--- src/ppc_pkg.sv ---
// shared types, widths and helpers for the point plane classifier
`default_nettype none

package ppc_pkg;

    // configuration port
    localparam int ADDR_W = 5;
    localparam int DATA_W = 32;

    localparam logic [2:0] REG_NORMAL_A     = 3'd0;
    localparam logic [2:0] REG_NORMAL_B     = 3'd1;
    localparam logic [2:0] REG_NORMAL_C     = 3'd2;
    localparam logic [2:0] REG_PLANE_OFFSET = 3'd3;
    localparam logic [2:0] REG_DIST_SCALE   = 3'd4;
    localparam logic [2:0] REG_INLIER_THR   = 3'd5;
    localparam logic [2:0] REG_PLANE_VALID  = 3'd6;

    // field widths
    localparam int COEF_W   = 18;
    localparam int COORD_W  = 32;
    localparam int SCALE_W  = 22;
    localparam int THR_W    = 31;
    localparam int COEF_FRAC = 16;

    // reset values
    localparam logic [COEF_W-1:0]  NORMAL_C_RST = 18'd65536;
    localparam logic [SCALE_W-1:0] SCALE_RST    = 22'd65536;
    localparam logic [THR_W-1:0]   THR_RST      = 31'd6554;

    // projection is skipped for points this close to the plane
    localparam int SNAP_DISTANCE = 66;
    localparam int ROUND_HALF    = 1 << (COEF_FRAC - 1);

    // datapath widths
    localparam int MUL_W = COEF_W + COORD_W;        // one coefficient product
    localparam int SUM_W = MUL_W + 2;               // sum of three products and offset
    localparam int T_W   = SUM_W - COEF_FRAC;       // sum after the coefficient shift
    localparam int SP_W  = T_W + SCALE_W + 1;       // scaled distance before shift
    localparam int D_W   = SP_W - COEF_FRAC;        // distance
    localparam int PN_W  = D_W + COEF_W + 1;        // distance times normal
    localparam int PS_W  = PN_W - COEF_FRAC;        // projection offset
    localparam int SAT_W = PS_W + 1;                // projected coordinate before saturation

    typedef struct packed {
        logic [COEF_W-1:0]  normal_a;
        logic [COEF_W-1:0]  normal_b;
        logic [COEF_W-1:0]  normal_c;
        logic [COORD_W-1:0] plane_offset;
        logic [SCALE_W-1:0] distance_scale;
        logic [THR_W-1:0]   inlier_threshold;
        logic               plane_valid;
    } cfg_t;

    typedef struct packed {
        logic signed [COORD_W-1:0] x;
        logic signed [COORD_W-1:0] y;
        logic signed [COORD_W-1:0] z;
    } point_t;

    function automatic logic signed [COORD_W-1:0] sat_s32(input logic signed [SAT_W-1:0] v);
        logic [SAT_W-COORD_W:0] top_bits;
        top_bits = v[SAT_W-1:COORD_W-1];
        if (top_bits == '0 || top_bits == '1) begin
            return v[COORD_W-1:0];
        end else if (v[SAT_W-1]) begin
            return {1'b1, {(COORD_W-1){1'b0}}};
        end else begin
            return {1'b0, {(COORD_W-1){1'b1}}};
        end
    endfunction

endpackage

`default_nettype wire

--- src/ppc_cfg.sv ---
// configuration register file behind the apb port
`default_nettype none

module ppc_cfg (
    input  wire logic                          aclk,
    input  wire logic                          aresetn,
    input  wire logic                          psel,
    input  wire logic                          penable,
    input  wire logic                          pwrite,
    input  wire logic [ppc_pkg::ADDR_W-1:0]    paddr,
    input  wire logic [ppc_pkg::DATA_W-1:0]    pwdata,
    output logic      [ppc_pkg::DATA_W-1:0]    prdata,
    output ppc_pkg::cfg_t                      cfg
);

    ppc_pkg::cfg_t cfg_reg;
    ppc_pkg::cfg_t cfg_next;
    logic [2:0]    reg_idx;
    logic          wr_en;

    assign reg_idx = paddr[ppc_pkg::ADDR_W-1:2];
    assign wr_en   = psel && penable && pwrite;

    always_comb begin
        cfg_next = cfg_reg;
        if (wr_en) begin
            unique case (reg_idx)
                ppc_pkg::REG_NORMAL_A:     cfg_next.normal_a = pwdata[ppc_pkg::COEF_W-1:0];
                ppc_pkg::REG_NORMAL_B:     cfg_next.normal_b = pwdata[ppc_pkg::COEF_W-1:0];
                ppc_pkg::REG_NORMAL_C:     cfg_next.normal_c = pwdata[ppc_pkg::COEF_W-1:0];
                ppc_pkg::REG_PLANE_OFFSET: cfg_next.plane_offset = pwdata;
                ppc_pkg::REG_DIST_SCALE:   cfg_next.distance_scale = pwdata[ppc_pkg::SCALE_W-1:0];
                ppc_pkg::REG_INLIER_THR:   cfg_next.inlier_threshold = pwdata[ppc_pkg::THR_W-1:0];
                ppc_pkg::REG_PLANE_VALID:  cfg_next.plane_valid = pwdata[0];
                default: ;
            endcase
        end
    end

    always_ff @(posedge aclk) begin
        if (!aresetn) begin
            cfg_reg.normal_a         <= '0;
            cfg_reg.normal_b         <= '0;
            cfg_reg.normal_c         <= ppc_pkg::NORMAL_C_RST;
            cfg_reg.plane_offset     <= '0;
            cfg_reg.distance_scale   <= ppc_pkg::SCALE_RST;
            cfg_reg.inlier_threshold <= ppc_pkg::THR_RST;
            cfg_reg.plane_valid      <= 1'b0;
        end else begin
            cfg_reg <= cfg_next;
        end
    end

    always_comb begin
        unique case (reg_idx)
            ppc_pkg::REG_NORMAL_A:     prdata = ppc_pkg::DATA_W'(cfg_reg.normal_a);
            ppc_pkg::REG_NORMAL_B:     prdata = ppc_pkg::DATA_W'(cfg_reg.normal_b);
            ppc_pkg::REG_NORMAL_C:     prdata = ppc_pkg::DATA_W'(cfg_reg.normal_c);
            ppc_pkg::REG_PLANE_OFFSET: prdata = cfg_reg.plane_offset;
            ppc_pkg::REG_DIST_SCALE:   prdata = ppc_pkg::DATA_W'(cfg_reg.distance_scale);
            ppc_pkg::REG_INLIER_THR:   prdata = ppc_pkg::DATA_W'(cfg_reg.inlier_threshold);
            ppc_pkg::REG_PLANE_VALID:  prdata = ppc_pkg::DATA_W'(cfg_reg.plane_valid);
            default:                   prdata = '0;
        endcase
    end

    assign cfg = cfg_reg;

endmodule

`default_nettype wire

--- config.mk ---
export PLATFORM = sky130hd
export DESIGN_NAME = ppc_cfg
export DESIGN_NICKNAME = d
export VERILOG_FILES = /design/src/ppc_pkg.sv /design/src/ppc_cfg.sv
export SDC_FILE = /design/constraint.sdc
export NUM_CORES = 1
export LEC_CHECK = 0
export ABC_CLOCK_PERIOD_IN_PS = 1600
export BUFFER_PORTS_ARGS = -buffer_cell sky130_fd_sc_hd__buf_2
export CAP_MARGIN = 10
export CORE_MARGIN = 2
export CORE_UTILIZATION = 45
export CTS_CLUSTER_SIZE = 8
export DETAILED_ROUTE_END_ITERATION = 12
export PLACE_DENSITY = 0.83
export SLEW_MARGIN = 25
export SYNTH_ARGS = -nofsm -noshare
export SYNTH_HDL_FRONTEND = slang
export SYNTH_SLANG_ARGS = --single-unit
--- constraint.sdc ---
create_clock -name aclk -period 1.6 [get_ports aclk]
set_input_delay 0.08 -clock aclk [delete_from_list [all_inputs] [get_ports aclk]]
set_output_delay 0.08 -clock aclk [all_outputs]
set_load 0.01 [all_outputs]
=== Word-level counts from Yosys, hierarchy flattened ===
Index checks and enable logic that the tools add are counted.

* Input bits: 42
* Bits in registers: 140

* Reduce and logical (&&, ||, !) cells: 10
* Mux-type cells: 1
* Equality and inequality tests: 6

{| class="wikitable"
|+ Operators with widths
! kind !! number
|-
| 32-bit case mux with 7 select lines || 1
|-
| 2-bit AND reduction || 7
|-
| 3-bit == test (second input constant) || 3
|-
| 3-bit by 2-bit == test with 1-bit output (second input constant) || 2
|-
| 3-bit by 1-bit == test with 1-bit output (second input constant) || 1
|-
| 3-bit zero test || 1
|-
| 1-bit logical AND || 2
|}

=== Logic depth before layout (Yosys ltp) ===
Gate-level depths: netlist (run 1).

* Word-level depth: 3
* Depth in mapped cells: 6
* Mapped depth without buffers: 3

=== Least setup slack after synthesis (run 1) ===
OpenSTA, ideal clock, no wires.

* Path type: in2out
* From: input paddr[3] (netlist name)
* To: output prdata[0] (netlist name)
* Data required time: 1520 ps
* Cell stages on the path: 5
* Buffers on the path: 3
* Slack: 296 ps
* Arrival: 1224 ps
* Cell sequence: buf_2 > buf_2 > buf_4 > mux4_2 > mux2_2

* Word-level cells in the longest chain between the ends: 2
* Elaborated cells on any way between the ends: 8

{| class="wikitable"
|+ Ends and longest elaborated chain
! element !! line !! RTL
|-
| start, declared || ppc_cfg.sv:10 || <nowiki>input wire logic [ppc_pkg::ADDR_W-1:0] paddr,</nowiki>
|-
| 3-bit == test (tied with other cells) || ppc_cfg.sv:55 || <nowiki>unique case (reg_idx)</nowiki>
|-
| 32-bit case mux with 7 select lines * || ppc_cfg.sv:55 ||
|-
| end, declared || ppc_cfg.sv:12 || <nowiki>output logic [ppc_pkg::DATA_W-1:0] prdata,</nowiki>
|}

Every way passes the cells marked *; elsewhere a longest branch is shown, timed or not.

=== Final worst setup path (run 1) ===
* From: register cfg_reg (netlist bit cfg[0])
* To: output prdata[0] (netlist name)

* Word-level cells in the longest chain between the ends: 1

{| class="wikitable"
|+ Ends and longest elaborated chain
! element !! line !! RTL
|-
| start, declared || ppc_cfg.sv:16 || <nowiki>ppc_pkg::cfg_t cfg_reg;</nowiki>
|-
| start signal, assigned || ppc_cfg.sv:50 || <nowiki>cfg_reg <= cfg_next;</nowiki>
|-
| 32-bit case mux with 7 select lines || ppc_cfg.sv:55 ||
|}

Every way passes these cells.

==> results.cfg, run 1 <==
[global_route]
grt_use_met1_pct = 30.7
top_usage_layer = met2
overflow = 0
grt_pass1_wl_mm = 29.5
grt_start_max_net_pins = 76
grt_util_met2_pct = 43.4
antenna_found_initial = 0
gr-usage-met3_pct = 8.27
grt_use_total_pct = 25.7
grt_pass1_vias = 5525

[place]
port_buffers = 211
post_dp_cell_area_sq_um = 7730
hpwl_mm = 13.4
place_congestion = 0.785

[synth]
netlist_instances = 652
ys.flop_type = dfxtp_1
yosys_warnings = 0
synth_seq_cells = 140
ys_async_sr_fraction_pct = 0
synth_edf_count = 0
synth.distinct_cells = 39
synth_area_sq_um = 6320
syn_area_per_cell_sq_um = 9.69
syn_nets = 694
yosysSeqAreaShare_pct = 44.4

[power]
p_sw_mw = 1.89
swShare_pct = 23.0
power.density_nw_per_um2 = 954
comb_power_share_pct = 7.6
clkPwrFrac_pct = 49.5
vdd_drop_max_mv = 1.03
p_int_mw = 6.34
seq_power_share_pct = 42.9
p_leak_nw = 4.04

[worst_setup_path]
cp.arrival_ns = 1.59
end_kind = primary output
crit_start = cfg[0]$_SDFFE_PN0P_
r2r_start = cfg[12]$_SDFFE_PN1P_
crit_end = prdata[0]
cp.required_ns = 1.52
r2r_slack_ns = 0.89
rr_worst_depth = 2
critPathKind = reg -> out
timing.rr.end = cfg[12]$_SDFFE_PN1P_
worst_setup_path_start_kind = flip-flop
worst-path-max-fanout = 2

[floorplanning]
core-area_sq_um = 13800
start_util_pct = 45.9
rows = 43
die_w_um = 122
die-area_sq_um = 15000
io_pins = 214
fp.dieH_um = 122

[drt]
num_vias = 5765
first_pass_iters = 5
routedWlPerCell_um = 18.2
vias_per_cell = 5.34
drc = 0
first_iter_violations = 343
postRouteAntennaNets = 0
wirelength_mm = 19.6

[timing]
slew_headroom_pct = 72.1
fin_ws_ns = -0.0671
finalCritPeriodShare_pct = 104
setup_violations = 1
setup_tns_ns = -0.0671
finalCriticalPeriod_ns = 1.67
timing.fmax_mhz = 600
finalHoldViolations = 0
tightest_slew_ns = 0.419
finClkSkew_ns = 0
rsz0062_at_grt = true
finalMaxSlewViolations = 0

[final_layout]
ff_latch_area_sq_um = 2810
multi_input_area_sq_um = 3240
syn2layout_area_growth_pct = 36.7
drive_gt1_share_pct = 35.5
antenna_cells = 0
final_util_pct = 62.7
postLayoutCellArea_sq_um = 8630
num-fill-cells = 1141
largest_reg_flops = 140
nets = 928

[clock_tree]
clk_pin_slew_ns = 0.06
numCtsBuffers = 17
cts_tree = done
cts_root_buffer = clkbuf_16
htreeDepth = 4
insertion_delay_ns = 0.42
cts_sinks = 140
cts_buffer_depth = 2

[flow_run]
cap_violations = 0

[outcome]
run_status = finished with violations
violations = setup timing

[hold_path]
hold_class = in -> reg
worst min-delay path by stage:
stage	startpoint	to	slack, ns	cells past startpoint
5_1_grt	pwdata[3]	cfg[107]$_SDFFE_PN0P_	0.03	3
6_report	pwdata[3]	cfg[4]$_SDFFE_PN1P_	0.02	3
3_5_place_dp	pwdata[31]	cfg[85]$_SDFFE_PN0P_	0.34	3
3_3_place_gp	pwdata[31]	cfg[85]$_SDFFE_PN0P_	0.33	3
4_1_cts	pwdata[3]	cfg[107]$_SDFFE_PN0P_	0.02	3
2_1_floorplan	pwdata[31]	cfg[85]$_SDFFE_PN0P_	0.22	2
power groups by stage:
stage	clock network [mW]	logic [mW]	registers (mW)
after floorplan	0	0.311	3.62
after global placement	0	0.563	3.61
after detailed placement	0	0.571	3.61
after CTS	4.10	0.617	3.53
after global routing	4.27	0.668	3.54
final	4.07	0.626	3.54
logic make-up after synthesis:
group,count (synthesis),share of synthesized area [%]
simple gates,200,13.8
mux,178,28.7
flops,140,44.4
buf+inv,68,5.07
compound gates,66,8.08
cells in the final DEF, fill, tap and decap left out, drive strengths merged, types with 2 or more instances in the layout:
master	count
buf	248
nand2	164
mux2i	161
dfxtp	140
dlygate4sd3	21
clkbuf	21
mux2	16
inv	15
o21ai	15
a22oi	13
nor2b	11
a221o	7
o311ai	7
o32ai	6
clkinv	6
o2bb2ai	5
nand3	5
nor2	5
o32a	4
nand2b	3
or3	3
bufinv	3
a221oi	2
a21oi	2
a32oi	2
o221ai	2
and2	2
metrics by stage:
step                total power [mW]  hold WS (ns)  cells  setup slack, ns
detailed placement              4.18         0.340   1022           0.0699
global placement                4.17         0.330   1022           0.0810
global route                    8.48        0.0275   1079           -0.119
floorplan                       3.93         0.222    652            0.296
finish                          8.23        0.0210   1079          -0.0671
CTS                             8.25        0.0213   1079          -0.0752
synth_stat cells (all sizes together) (5+ instances only):
| library cell | number | area share [%] |
|---|---|---|
| a22oi | 13 | 1.5 |
| nand3 | 5 | 0.40 |
| dfxtp | 140 | 44 |
| buf | 28 | 2.7 |
| o2bb2ai | 5 | 0.69 |
| o311ai | 7 | 0.97 |
| mux2i | 161 | 26 |
| nand2 | 164 | 9.7 |
| nor2b | 11 | 1.1 |
| mux2 | 16 | 2.9 |
| o32ai | 6 | 0.83 |
| inv | 14 | 0.83 |
| clkbuf | 26 | 1.5 |
| o21ai | 15 | 1.2 |
| nor2 | 5 | 0.57 |
| a221o | 7 | 1.1 |
layout make-up:
| class | instances | area share, % |
|---|---|---|
| inverters | 14 | 0.609 |
| multi-input cells | 444 | 37.5 |
| repair buffers | 269 | 19.6 |
| clock inverters | 11 | 1.62 |
| well taps | 180 | 2.61 |
| clock buffers | 21 | 5.45 |
| flip-flops and latches | 140 | 32.6 |
worst max-delay path, stage by stage (launching register included):
cell,delay (ns)
dfxtp_2,0.32
mux4_2,0.45
mux2_4,0.28
buf_6,0.12
metal layers:
metal  part of all wire (%)  vias to the layer above
met3                    7.5                       28
li1                       -                     2737
met5                      0                        -
met1                     42                     2764
met4                    2.2                        0
met2                     49                      236
repair_timing:
item,in CTS,in global routing
pin swaps,0,3
endpoints found under the hold margin,39,0
hold buffers,21,0
gates resized for setup,6,12
endpoints found under the setup margin,1,11
buffers inserted,4,0
No activity file was read; power rests on OpenSTA's default activity.
==> run 2: changes to the inputs <==
--- a/config.mk
+++ b/config.mk
@@ -13,6 +13,7 @@
 export CTS_CLUSTER_SIZE = 8
 export DETAILED_ROUTE_END_ITERATION = 12
 export PLACE_DENSITY = 0.83
+export SETUP_SLACK_MARGIN = 0.02
 export SLEW_MARGIN = 25
 export SYNTH_ARGS = -nofsm -noshare
 export SYNTH_HDL_FRONTEND = slang
==> results.cfg, run 2 (synthesis gave the netlist of run 1 again) <==
[drt]
first_pass_iters = 6
wl_met2_mm = 9.54
wirelength_mm = 19.6
routedWlPerCell_um = 18.2
top_layer = met4
vias_per_cell = 5.31
wl_met1_mm = 8.26
postRouteAntennaNets = 0
first_iter_violations = 362
num_vias = 5730
drc = 0
wl_met3_mm = 1.37

[final_layout]
final_common_cell = buf_2
final_cell_mix = 208 x buf_2, 164 x nand2_1, 159 x mux2i_1
multi_input_area_sq_um = 3250
num-fill-cells = 1134
ff_latch_area_sq_um = 2820
postLayoutCellArea_sq_um = 8660
drive_gt1_share_pct = 36.1
syn2layout_area_growth_pct = 37.1
largest_reg_flops = 140
antenna_cells = 0
nets = 929

[worst_setup_path]
cp.required_ns = 1.52
critPathMaxStageDelay_ns = 0.45
worst-path-max-fanout = 2
cp_slowest_cell = mux4_2
end_kind = primary output
cp.arrival_ns = 1.59
critPathKind = reg -> out
worst_setup_path_start_kind = flip-flop
rr_worst_depth = 2
worstPathCellList = mux4_2 -> mux2_4 -> buf_6

[place]
port_buffers = 211
place_congestion = 0.785
hpwl_mm = 13.4
post_dp_cell_area_sq_um = 7730
dp_slack_ns = 0.0699

[floorplanning]
start_util_pct = 45.9
core-area_sq_um = 13800
rows = 43
io_pins = 214
die-area_sq_um = 15000
fp.dieH_um = 122
die_w_um = 122

[hold_path]
hold_class = in -> reg
min_delay_path_depth = 3

[timing]
rsz0062_at_grt = true
finClkSkew_ns = 0
fin_ws_ns = -0.0695
finalCriticalPeriod_ns = 1.67
setup_violations = 1
finalHoldViolations = 0
tightest_slew_ns = 0.422
timing.fmax_mhz = 599
setup_tns_ns = -0.0695
slew_headroom_pct = 71.9
finalCritPeriodShare_pct = 104
finalMaxSlewViolations = 0

[clock_tree]
cts_buffer_depth = 2
cts_root_buffer = clkbuf_16
cts_tree = done
numCtsBuffers = 17
htreeDepth = 4
insertion_delay_ns = 0.42
cts_sinks = 140
clk_pin_slew_ns = 0.06

[global_route]
grt_use_total_pct = 25.7
grt_pass1_vias = 5526
grt_start_max_net_pins = 76
grt_pass1_wl_mm = 29.5
overflow = 0
antenna_found_initial = 0

[power]
power.density_nw_per_um2 = 949
p_leak_nw = 4.05
vdd_drop_max_mv = 1.03
power_mw = 8.23

[outcome]
violations = setup timing
run_status = finished with violations

[flow_run]
cap_violations = 0
[run 2: critical path, delay by kind of cell (launching register included)]
family	cells	cell delay, ns
DFF	1	0.32
buffers and inverters	1	0.12
muxes	2	0.73
[run 2: layout make-up]
cell class                      instances  area share [%]
Clock buffer                           21            5.43
Sequential cell                       140            32.5
Multi-Input combinational cell        444            37.6
Tap cell                              180            2.60
Timing Repair Buffer                  270            19.7
Clock inverter                         11            1.62
Inverter                               14           0.606
[run 2: through the flow]
stage                     hold slack, ns  std cells  util (%)
after CTS                         0.0213       1079      62.5
after detailed placement           0.340       1022      56.1
after floorplan                    0.222        652         -
final                             0.0208       1080      62.9
after global placement             0.330       1022      56.1
after global routing              0.0275       1080      62.9
[run 2: routing by layer]
layer	global-route usage [%]	vias up
li1	-	2743
met4	8.84	0
met1	30.7	2752
met5	0	-
met2	43.4	202
met3	8.27	33
[run 2: worst paths after layout]
kind	from	slack, ns	end
max	cfg[0]$_SDFFE_PN0P_	-0.07	prdata[0]
min reg2reg	cfg[14]$_SDFFE_PN0P_	0.47	cfg[14]$_SDFFE_PN0P_
max reg2reg	cfg[12]$_SDFFE_PN1P_	0.89	cfg[12]$_SDFFE_PN1P_
min	pwdata[3]	0.02	cfg[4]$_SDFFE_PN1P_
[run 2: repair_timing]
| action | 4_1_cts | 5_1_grt |
|---|---|---|
| setup buffers | 4 | 1 |
| pin swaps | 0 | 3 |
| setup endpoints to repair | 2 | 11 |
| hold buffers | 21 | 0 |
| endpoints found under the hold margin | 39 | 0 |
| resized for setup | 7 | 19 |
[run 2: report_power, final]
part,switching [mW],internal [mW]
Sequential,0.0214,3.51
Clock,1.49,2.57
Combinational,0.368,0.262
Total,1.88,6.34
